[config.mk]
export PLATFORM = sky130hd
export DESIGN_NAME = deep_bottom_left_fill_placer
export DESIGN_NICKNAME = d
export VERILOG_FILES = /design/src/rtl/dblf_pkg.sv /design/src/rtl/deep_bottom_left_fill_placer.sv /design/src/rtl/dblf_occ_mem.sv /design/src/rtl/dblf_scanner.sv
export VERILOG_INCLUDE_DIRS = /design/src /design/src/rtl
export SDC_FILE = /design/constraint.sdc
export NUM_CORES = 2
export LEC_CHECK = 0
export ABC_AREA = 1
export BUFFER_PORTS_ARGS = -buffer_cell sky130_fd_sc_hd__buf_2
export CAP_MARGIN = 20
export CORE_ASPECT_RATIO = 0.75
export CORE_UTILIZATION = 40
export DETAILED_ROUTE_END_ITERATION = 10
export PLACE_DENSITY_LB_ADDON = 0.2
export SYNTH_ARGS = -nofsm -noshare
export SYNTH_HDL_FRONTEND = slang
export SYNTH_SLANG_ARGS = --single-unit
[constraint.sdc]
create_clock -name clk -period 21.8 [get_ports clk]
set_clock_uncertainty 0.2 [all_clocks]
set_input_delay 1.09 -clock clk [delete_from_list [all_inputs] [get_ports clk]]
set_output_delay 1.09 -clock clk [all_outputs]
set_load 0.02 [all_outputs]
[src/rtl/deep_bottom_left_fill_placer_macros.svh]
// Assertion macros used by the placer top level.
`ifndef DEEP_BOTTOM_LEFT_FILL_PLACER_MACROS_SVH
`define DEEP_BOTTOM_LEFT_FILL_PLACER_MACROS_SVH

// Same-cycle implication, checked on clk and ignored while arst_n is low.
`define DBLF_ASSERT_IMPL(lbl, ante, cons, msg) \
	lbl: assert property (@(posedge clk) disable iff (!arst_n) (ante) |-> (cons)) \
		else $error(msg);

// Next-cycle implication, checked on clk and ignored while arst_n is low.
`define DBLF_ASSERT_NEXT(lbl, ante, cons, msg) \
	lbl: assert property (@(posedge clk) disable iff (!arst_n) (ante) |=> (cons)) \
		else $error(msg);

`endif

[src/rtl/dblf_pkg.sv]
// Shared constants, types and helper functions of the bottom-left-fill placer.
package dblf_pkg;

	localparam int MAX_EXTENT = 16;
	localparam int COORD_W = $clog2(MAX_EXTENT);
	localparam int ROW_W = MAX_EXTENT;
	localparam int ADDR_W = 2 * COORD_W;
	localparam int DEPTH = MAX_EXTENT * MAX_EXTENT;
	localparam int EXT_W = 5;
	localparam int CNT_W = (EXT_W > $clog2(MAX_EXTENT + 1)) ? EXT_W : $clog2(MAX_EXTENT + 1);
	localparam int VAL_W = 16;
	localparam int SUM_W = 24;
	localparam int POS_W = 4;
	localparam int PADDR_W = 4;
	localparam int PDATA_W = 32;
	localparam int REG_IDX_W = 2;
	localparam logic [SUM_W-1:0] SUM_MAX = {SUM_W{1'b1}};

	localparam logic [REG_IDX_W-1:0] REG_WIDTH = 2'd0;
	localparam logic [REG_IDX_W-1:0] REG_HEIGHT = 2'd1;
	localparam logic [REG_IDX_W-1:0] REG_DEPTH = 2'd2;

	localparam logic OP_PLACE = 1'b0;
	localparam logic OP_CLEAR = 1'b1;

	typedef enum logic [2:0] {
		ST_IDLE,
		ST_RD,
		ST_ACC,
		ST_EVAL,
		ST_MRD,
		ST_MWR,
		ST_DONE
	} state_t;

	typedef struct packed {
		logic [CNT_W-1:0] cw;
		logic [CNT_W-1:0] ch;
		logic [CNT_W-1:0] cd;
	} cfg_t;

	typedef struct packed {
		logic rd_en;
		logic wr_en;
		logic clr;
		logic [ADDR_W-1:0] addr;
		logic [ROW_W-1:0] wdata;
	} mem_req_t;

	typedef struct packed {
		logic hit;
		logic [COORD_W-1:0] x;
	} fit_t;

	function automatic logic [CNT_W-1:0] clamp_ext(input logic [EXT_W-1:0] v);
		logic [CNT_W-1:0] r;
		r = CNT_W'(v);
		if (r == '0)
			r = CNT_W'(1);
		else if (r > CNT_W'(MAX_EXTENT))
			r = CNT_W'(MAX_EXTENT);
		return r;
	endfunction

	function automatic logic [ROW_W-1:0] box_mask(input logic [CNT_W-1:0] bw);
		logic [ROW_W:0] sh;
		sh = (ROW_W+1)'(1) << bw;
		return ROW_W'(sh - (ROW_W+1)'(1));
	endfunction

	function automatic fit_t fit_search(input logic [ROW_W-1:0] acc,
		input logic [CNT_W-1:0] bw, input logic [CNT_W-1:0] cw);
		fit_t r;
		logic [ROW_W-1:0] mask;
		logic [ROW_W-1:0] win;
		r.hit = 1'b0;
		r.x = '0;
		mask = box_mask(bw);
		for (int i = MAX_EXTENT - 1; i >= 0; i--) begin
			win = acc >> i;
			if (((CNT_W+1)'(i) + (CNT_W+1)'(bw) <= (CNT_W+1)'(cw)) && ((win & mask) == '0)) begin
				r.hit = 1'b1;
				r.x = COORD_W'(i);
			end
		end
		return r;
	endfunction

endpackage

[src/rtl/deep_bottom_left_fill_placer.sv]
// Top level of the placer: register port, scanner and occupancy memory.
// A clear item, or a box larger than the container, goes straight to the done state and its result is
// registered once the output slot is free. A placed box reads the rows of each candidate (y,z) pair up
// to the hit, then reads and writes back each of its rows to mark them; one item is worked on at a time.
// This sequence is set by the single read/write port of the occupancy memory.
// After reset every cell is free (per-row valid flags), the total is zero and all extents are 16.
`include "deep_bottom_left_fill_placer_macros.svh"

module deep_bottom_left_fill_placer
	import dblf_pkg::*;
(
	input  logic                 clk,
	input  logic                 arst_n,
	input  logic                 psel,
	input  logic                 penable,
	input  logic                 pwrite,
	input  logic [PADDR_W-1:0]   paddr,
	input  logic [PDATA_W-1:0]   pwdata,
	output logic [PDATA_W-1:0]   prdata,
	output logic                 pready,
	input  logic                 req_valid,
	output logic                 req_stall,
	input  logic                 op,
	input  logic [EXT_W-1:0]     box_width,
	input  logic [EXT_W-1:0]     box_height,
	input  logic [EXT_W-1:0]     box_depth,
	input  logic [VAL_W-1:0]     box_value,
	output logic                 rsp_valid,
	input  logic                 rsp_stall,
	output logic                 placed,
	output logic [POS_W-1:0]     pos_x,
	output logic [POS_W-1:0]     pos_y,
	output logic [POS_W-1:0]     pos_z,
	output logic [SUM_W-1:0]     total_value
);

	logic [EXT_W-1:0] width_q, height_q, depth_q;
	logic [REG_IDX_W-1:0] reg_idx;
	logic cfg_wr;
	cfg_t cfg;
	mem_req_t mem_req;
	logic [ROW_W-1:0] mem_rd_data;

	assign pready = 1'b1;
	assign reg_idx = paddr[PADDR_W-1:2];
	assign cfg_wr = psel && penable && pwrite && pready;

	always_ff @(posedge clk or negedge arst_n) begin
		if (!arst_n) begin
			width_q <= EXT_W'(MAX_EXTENT);
			height_q <= EXT_W'(MAX_EXTENT);
			depth_q <= EXT_W'(MAX_EXTENT);
		end else if (cfg_wr) begin
			unique case (reg_idx)
				REG_WIDTH: width_q <= pwdata[EXT_W-1:0];
				REG_HEIGHT: height_q <= pwdata[EXT_W-1:0];
				REG_DEPTH: depth_q <= pwdata[EXT_W-1:0];
				default: begin
				end
			endcase
		end
	end

	always_comb begin
		prdata = '0;
		unique case (reg_idx)
			REG_WIDTH: prdata = PDATA_W'(width_q);
			REG_HEIGHT: prdata = PDATA_W'(height_q);
			REG_DEPTH: prdata = PDATA_W'(depth_q);
			default: prdata = '0;
		endcase
	end

	assign cfg.cw = clamp_ext(width_q);
	assign cfg.ch = clamp_ext(height_q);
	assign cfg.cd = clamp_ext(depth_q);

	dblf_scanner u_scanner (
		.clk         (clk),
		.arst_n      (arst_n),
		.cfg         (cfg),
		.req_valid   (req_valid),
		.req_stall   (req_stall),
		.op          (op),
		.box_width   (box_width),
		.box_height  (box_height),
		.box_depth   (box_depth),
		.box_value   (box_value),
		.rsp_valid   (rsp_valid),
		.rsp_stall   (rsp_stall),
		.placed      (placed),
		.pos_x       (pos_x),
		.pos_y       (pos_y),
		.pos_z       (pos_z),
		.total_value (total_value),
		.mem_req     (mem_req),
		.mem_rd_data (mem_rd_data)
	);

	dblf_occ_mem u_occ_mem (
		.clk     (clk),
		.arst_n  (arst_n),
		.req     (mem_req),
		.rd_data (mem_rd_data)
	);

	`DBLF_ASSERT_NEXT(a_busy_after_accept, req_valid && !req_stall, req_stall, "item accepted but placer not busy")
	`DBLF_ASSERT_IMPL(a_unplaced_origin, rsp_valid && !placed, pos_x == '0 && pos_y == '0 && pos_z == '0, "unplaced result has non-zero corner")
	`DBLF_ASSERT_NEXT(a_width_write, cfg_wr && reg_idx == REG_WIDTH, width_q == $past(pwdata[EXT_W-1:0]), "width register write lost")

endmodule

[src/rtl/dblf_occ_mem.sv]
// Occupancy row memory with registered reads and per-row valid flags.
module dblf_occ_mem
	import dblf_pkg::*;
(
	input  logic                 clk,
	input  logic                 arst_n,
	input  mem_req_t             req,
	output logic [ROW_W-1:0]     rd_data
);

	logic [ROW_W-1:0] ram_q [DEPTH];
	logic [DEPTH-1:0] row_valid_q;
	logic [ROW_W-1:0] rdata_q;
	logic             rd_valid_q;

	always_ff @(posedge clk) begin
		if (req.wr_en)
			ram_q[req.addr] <= req.wdata;
		if (req.rd_en)
			rdata_q <= ram_q[req.addr];
	end

	always_ff @(posedge clk or negedge arst_n) begin
		if (!arst_n) begin
			row_valid_q <= '0;
			rd_valid_q <= 1'b0;
		end else begin
			if (req.clr)
				row_valid_q <= '0;
			else if (req.wr_en)
				row_valid_q[req.addr] <= 1'b1;
			if (req.rd_en)
				rd_valid_q <= row_valid_q[req.addr];
		end
	end

	assign rd_data = rd_valid_q ? rdata_q : '0;

endmodule

[src/rtl/dblf_scanner.sv]
// Corner scan, region test and marking sequencer with result register.
module dblf_scanner
	import dblf_pkg::*;
(
	input  logic                 clk,
	input  logic                 arst_n,
	input  cfg_t                 cfg,
	input  logic                 req_valid,
	output logic                 req_stall,
	input  logic                 op,
	input  logic [EXT_W-1:0]     box_width,
	input  logic [EXT_W-1:0]     box_height,
	input  logic [EXT_W-1:0]     box_depth,
	input  logic [VAL_W-1:0]     box_value,
	output logic                 rsp_valid,
	input  logic                 rsp_stall,
	output logic                 placed,
	output logic [POS_W-1:0]     pos_x,
	output logic [POS_W-1:0]     pos_y,
	output logic [POS_W-1:0]     pos_z,
	output logic [SUM_W-1:0]     total_value,
	output mem_req_t             mem_req,
	input  logic [ROW_W-1:0]     mem_rd_data
);

	state_t state_q, state_d;

	logic [CNT_W-1:0] bw_q, bh_q, bd_q;
	logic [VAL_W-1:0] bv_q;
	logic [CNT_W-1:0] z_q, y_q, dz_q, dy_q;
	logic [COORD_W-1:0] hit_x_q;
	logic [ROW_W-1:0] acc_q;
	logic res_placed_q;
	logic [SUM_W-1:0] sum_q;
	logic rsp_valid_q;
	logic placed_q;
	logic [POS_W-1:0] pos_x_q, pos_y_q, pos_z_q;
	logic [SUM_W-1:0] total_q;

	logic accept;
	logic fits;
	logic no_rows;
	logic slot_free;
	logic [CNT_W-1:0] bw_in, bh_in, bd_in;
	logic [CNT_W-1:0] zz, yy, dy_inc, dz_inc, y_inc, z_inc;
	logic dy_last, row_last, y_wrap, z_end;
	logic [ADDR_W-1:0] row_addr;
	logic [SUM_W:0] sum_add;
	fit_t fit;

	assign accept = req_valid && !req_stall;
	assign req_stall = (state_q != ST_IDLE);
	assign slot_free = !rsp_valid_q || !rsp_stall;

	assign bw_in = CNT_W'(box_width);
	assign bh_in = CNT_W'(box_height);
	assign bd_in = CNT_W'(box_depth);
	assign fits = (bw_in <= cfg.cw) && (bh_in <= cfg.ch) && (bd_in <= cfg.cd);
	assign no_rows = (bh_q == '0) || (bd_q == '0);

	assign zz = z_q + dz_q;
	assign yy = y_q + dy_q;
	assign row_addr = {zz[COORD_W-1:0], yy[COORD_W-1:0]};
	assign dy_inc = dy_q + CNT_W'(1);
	assign dz_inc = dz_q + CNT_W'(1);
	assign y_inc = y_q + CNT_W'(1);
	assign z_inc = z_q + CNT_W'(1);
	assign dy_last = (dy_inc == bh_q);
	assign row_last = dy_last && (dz_inc == bd_q);
	assign y_wrap = ({1'b0, y_inc} + {1'b0, bh_q}) > {1'b0, cfg.ch};
	assign z_end = ({1'b0, z_inc} + {1'b0, bd_q}) > {1'b0, cfg.cd};
	assign fit = fit_search(acc_q, bw_q, cfg.cw);
	assign sum_add = {1'b0, sum_q} + (SUM_W+1)'(bv_q);

	always_comb begin
		state_d = state_q;
		unique case (state_q)
			ST_IDLE: begin
				if (accept) begin
					if (op == OP_CLEAR || !fits)
						state_d = ST_DONE;
					else if (bh_in == '0 || bd_in == '0)
						state_d = ST_EVAL;
					else
						state_d = ST_RD;
				end
			end
			ST_RD: state_d = ST_ACC;
			ST_ACC: state_d = row_last ? ST_EVAL : ST_RD;
			ST_EVAL: begin
				if (fit.hit)
					state_d = no_rows ? ST_DONE : ST_MRD;
				else if (y_wrap && z_end)
					state_d = ST_DONE;
				else
					state_d = ST_RD;
			end
			ST_MRD: state_d = ST_MWR;
			ST_MWR: state_d = row_last ? ST_DONE : ST_MRD;
			ST_DONE: begin
				if (slot_free)
					state_d = ST_IDLE;
			end
			default: state_d = ST_IDLE;
		endcase
	end

	always_comb begin
		mem_req = '0;
		mem_req.addr = row_addr;
		mem_req.wdata = mem_rd_data | ROW_W'(box_mask(bw_q) << hit_x_q);
		unique case (state_q) inside
			ST_IDLE: mem_req.clr = accept && (op == OP_CLEAR);
			ST_RD: mem_req.rd_en = 1'b1;
			ST_MRD: mem_req.rd_en = 1'b1;
			ST_MWR: mem_req.wr_en = 1'b1;
			ST_ACC, ST_EVAL, ST_DONE: mem_req.rd_en = 1'b0;
			default: mem_req.rd_en = 1'b0;
		endcase
	end

	always_ff @(posedge clk or negedge arst_n) begin
		if (!arst_n) begin
			state_q <= ST_IDLE;
			rsp_valid_q <= 1'b0;
			sum_q <= '0;
		end else begin
			state_q <= state_d;
			if (state_q == ST_DONE && slot_free)
				rsp_valid_q <= 1'b1;
			else if (!rsp_stall)
				rsp_valid_q <= 1'b0;
			if (accept && op == OP_CLEAR)
				sum_q <= '0;
			else if (state_q == ST_EVAL && fit.hit)
				sum_q <= sum_add[SUM_W] ? SUM_MAX : sum_add[SUM_W-1:0];
		end
	end

	always_ff @(posedge clk) begin
		case (state_q) inside
			ST_IDLE: begin
				bw_q <= bw_in;
				bh_q <= bh_in;
				bd_q <= bd_in;
				bv_q <= box_value;
				z_q <= '0;
				y_q <= '0;
				dz_q <= '0;
				dy_q <= '0;
				acc_q <= '0;
				hit_x_q <= '0;
				res_placed_q <= 1'b0;
			end
			ST_ACC, ST_MWR: begin
				if (state_q == ST_ACC)
					acc_q <= acc_q | mem_rd_data;
				if (dy_last) begin
					dy_q <= '0;
					dz_q <= dz_inc;
				end else begin
					dy_q <= dy_inc;
				end
			end
			ST_EVAL: begin
				dz_q <= '0;
				dy_q <= '0;
				acc_q <= '0;
				if (fit.hit) begin
					hit_x_q <= fit.x;
					res_placed_q <= 1'b1;
				end else if (y_wrap) begin
					y_q <= '0;
					z_q <= z_inc;
				end else begin
					y_q <= y_inc;
				end
			end
			ST_DONE: begin
				if (slot_free) begin
					placed_q <= res_placed_q;
					pos_x_q <= res_placed_q ? POS_W'(hit_x_q) : '0;
					pos_y_q <= res_placed_q ? POS_W'(y_q) : '0;
					pos_z_q <= res_placed_q ? POS_W'(z_q) : '0;
					total_q <= sum_q;
				end
			end
			default: begin
			end
		endcase
	end

	assign rsp_valid = rsp_valid_q;
	assign placed = placed_q;
	assign pos_x = pos_x_q;
	assign pos_y = pos_y_q;
	assign pos_z = pos_z_q;
	assign total_value = total_q;

endmodule
==> impl_metrics.tcl <==
set metrics [dict create \
    cap_violations 0 \
    p_per_area_nw_per_um2 159.5 \
    ir_drop_uv 395.9 \
    clk_pin_slew_ns 0.07 \
    synth-edff-count 4180 \
    startpoint_type "register" \
    grt_max_degree 192 \
    core_area_sq_um 436400 \
    placed_area_sq_um 185400 \
    relSlewSlack_pct 10.76 \
    finalInstanceArea_sq_um 199700 \
    ff_latch_area_sq_um 133900 \
    cp_cell_sequence "ha_1, fa_1, nand2_1, inv_8, buf_12, buf_4, buf_4, nand2_1, nand3_1, nand2_1, nand2_1, o31ai_1, a41oi_1, a21oi_1, nand3_1" \
    worstMarginPinSlew_ns 1.326 \
    final_common_cell "edfxtp_1" \
    hp-start "box_value[0]" \
    p_seq_share_pct 40.6 \
    seq_area_frac_synth_pct 76.30 \
    dp_hpwl_mm 328.1 \
    drc_errors 0 \
    worst-path-buf-inv 4 \
    cts_made_buffers 431 \
    fin_crit_sh_pct 32.09 \
    fill_cells 38000 \
    synth_top_area_share_pct 71.55 \
    grt_pass1_wl_mm 794.0 \
    cts_max_level 5 \
    fp-row-count 210 \
    finalWorstSetupSlack_ns 14.80 \
    drtAntennaViolNets 0 \
    postCtsSetupBuffers 0 \
    r2r-start "u_scanner.y_q[0]" \
    dieArea_sq_um 441300 \
    p_sw_share_pct 39.46 \
    clkLatencyLatePin_ns 0.99 \
    synthCells 12380 \
    hold_viol 0 \
    ys_ff_latch 4521 \
    comb_power_share_pct 36.0 \
    gp_congestion 0.8829 \
    worst_path_max_delay_cell "o31ai_1" \
    critPathTopFamily "compound AO/OA/AOI/OAI gates" \
    wl_per_cell_um 29.98 \
    status "complete, no violations" \
    required_ns 22.28 \
    hp-class "primary input to register" \
    syn_area_per_cell_sq_um 14.17 \
    die-width_um 766.7 \
    dp_cells 18030 \
    antenna_found_initial 23 \
    clk_path_buf_depth 4 \
    hold_path_depth 1 \
    grt_pass1_vias 106200 \
    detail_route.vias_per_cell 5.916 \
    setup_viol 0 \
    instances_no_fill 18860 \
    yosysUniqueCellTypes 66 \
    layout-drive-gt1-share_pct 11.55 \
    clkPwrFrac_pct 23.4 \
    layout_min_cycle_time_ns 6.996 \
    grt_usage_pct 24.76 \
    netlist_area_sq_um 175400 \
    dp_slack_ns 15.05 \
    io_pins 147 \
    slowest_delay_ns 1.01 \
    rsz0062_at_grt "no" \
    initial_core_util_pct 40.20 \
    r2r_slack_ns 14.80 \
    criticalPathCategory "register to register" \
    fp.dieH_um 575.5 \
    cts-hold-fix-buffers 1 \
    switchingPower_uw 12570 \
    r2r_cells 15 \
    setup_tns_ns 0 \
    synth_top_area_cell "edfxtp_1" \
    cts-resized-gates 0 \
    port_buffers 89 \
    worstPathArrival_ns 7.48 \
    rr_endpoint "u_occ_mem.rdata_q[7]" \
    clock_sinks 4521 \
    ys_async_sr_fraction_pct 6.636 \
    intPower_uw 19280 \
    layout_common_cells "edfxtp_1, nand2_1, a22oi_1, nor2_1, clkbuf_16" \
    dr_total_vias 111600 \
    areaGrowthSynthToFinish_pct 13.81 \
    cp_common_cell "nand2_1" \
    min_to "u_scanner.bv_q[0]" \
    power.leakage_uw 0.06600 \
    multi_input_area_sq_um 38480 \
    crit_path_end_kind "register" \
    synth.area.top_cells "edfxtp_1, a22oi_1, nand2_1" \
    synth-main-ff-cell "edfxtp_1" \
    cts_tree "done" \
    wl_mm 565.3 \
    ys_warn_count 0 \
    fmax_mhz 142.9 \
    gr-total-overflow 0 \
    drtIter0Drc 14510 \
    whs_ns 0.08908 \
    clockRootBuffer "clkbuf_16" \
    nets 12860 \
    slew_viol_final 0 \
    worstPathMaxFanout 90 \
    drt_pass1_iterations 5 \
]
-- flip-flops by register name, summed over array words and instances, names as in the netlist, 16 cells and up --
name	cells
u_scanner.total_value	24
u_scanner.sum_q	24
u_occ_mem.ram_q	4096
u_occ_mem.rdata_q	16
u_scanner.bv_q	16
u_occ_mem.row_valid_q	256
u_scanner.acc_q	16
-- logic make-up (layout without fill, tap and decap cells) --
| group | after synthesis | after routing | share of synthesized area, % |
|---|---|---|---|
| adders and majority gates | 134 | 134 | 0.9814 |
| DFF | 4521 | 4521 | 76.30 |
| and+or+nand+nor | 3904 | 3904 | 9.104 |
| xor gates and xnor gates | 66 | 66 | 0.3423 |
| muxes | 2 | 2 | 0.01141 |
| other | 2 | 46 | 0.004281 |
| AOI/OAI and AO/OA | 2729 | 2729 | 11.00 |
| buffers and inverters | 1018 | 1625 | 2.262 |
-- worst register-to-register path, stage by stage, from the launching register on --
cell	delay (ns)
dfxtp_1	0.48
ha_1	0.26
fa_1	0.58
nand2_1	0.26
inv_8	0.19
buf_12	0.33
buf_4	0.61
buf_4	0.56
nand2_1	0.19
nand3_1	0.09
nand2_1	0.08
nand2_1	0.06
o31ai_1	1.01
a41oi_1	0.67
a21oi_1	0.96
nand3_1	0.16
-- through the flow --
stage | total power, uW | util (%)
floorplan | 20710 | -
global placement | 24100 | 42.30
detailed placement | 24410 | 42.48
CTS | 31770 | 45.65
global route | 32960 | 45.74
finish | 31850 | 45.75
-- final cells by class --
cell class              instances  share of cell area, %
flip-flops and latches       4521                  67.04
multi-input cells            6863                  19.27
clock buffers                 560                  5.839
well taps                    5830                  3.653
repair buffers                562                  2.559
clock inverters               229                  1.073
inverters                     274                 0.5408
diodes                         18                0.02256
-- power groups by stage --
stage                     Sequential (uW)  Combinational, uW  Clock [uW]
after CTS                           12900              11300        7520
final                               12900              11500        7440
after global routing                12900              12200        7850
after floorplan                     14800               5930           0
after detailed placement            13100              11300           0
after global placement              13100              11000           0
-- layer usage --
metal | up-vias | share of wire [%] | global-route usage, %
li1 | 47570 | - | -
met1 | 57400 | 43 | 36.41
met2 | 5688 | 44 | 36.94
met3 | 900 | 9.9 | 5.125
met4 | 0 | 3.4 | 7.876
met5 | - | 0 | 0
-- worst max path at each step --
stage	startpoint	to	depth (start not counted)
after floorplan	u_scanner.bw_q[1]	u_occ_mem.ram_q[0][7]	15
after global placement	u_scanner.dy_q[0]	u_occ_mem.rdata_q[15]	17
after detailed placement	u_scanner.y_q[0]	u_occ_mem.rdata_q[15]	17
after CTS	u_scanner.y_q[0]	u_occ_mem.rdata_q[15]	17
after global routing	u_scanner.y_q[0]	u_occ_mem.rdata_q[14]	16
final	u_scanner.y_q[0]	u_occ_mem.rdata_q[7]	15
-- synthesized netlist by cell type, types with 128 or more instances --
| cell type | instances |
|---|---|
| edfxtp_1 | 4180 |
| nand2_1 | 2272 |
| a22oi_1 | 1468 |
| nor2_1 | 921 |
| clkbuf_1 | 569 |
| nand3_1 | 440 |
| a21oi_1 | 398 |
| dfrtp_1 | 297 |
| inv_1 | 252 |
| a31oi_1 | 191 |
| nand4_1 | 157 |
| a22o_1 | 145 |
| o21ai_0 | 131 |
| buf_1 | 129 |
| ha_1 | 128 |
(Power assumes the default switching activity.)
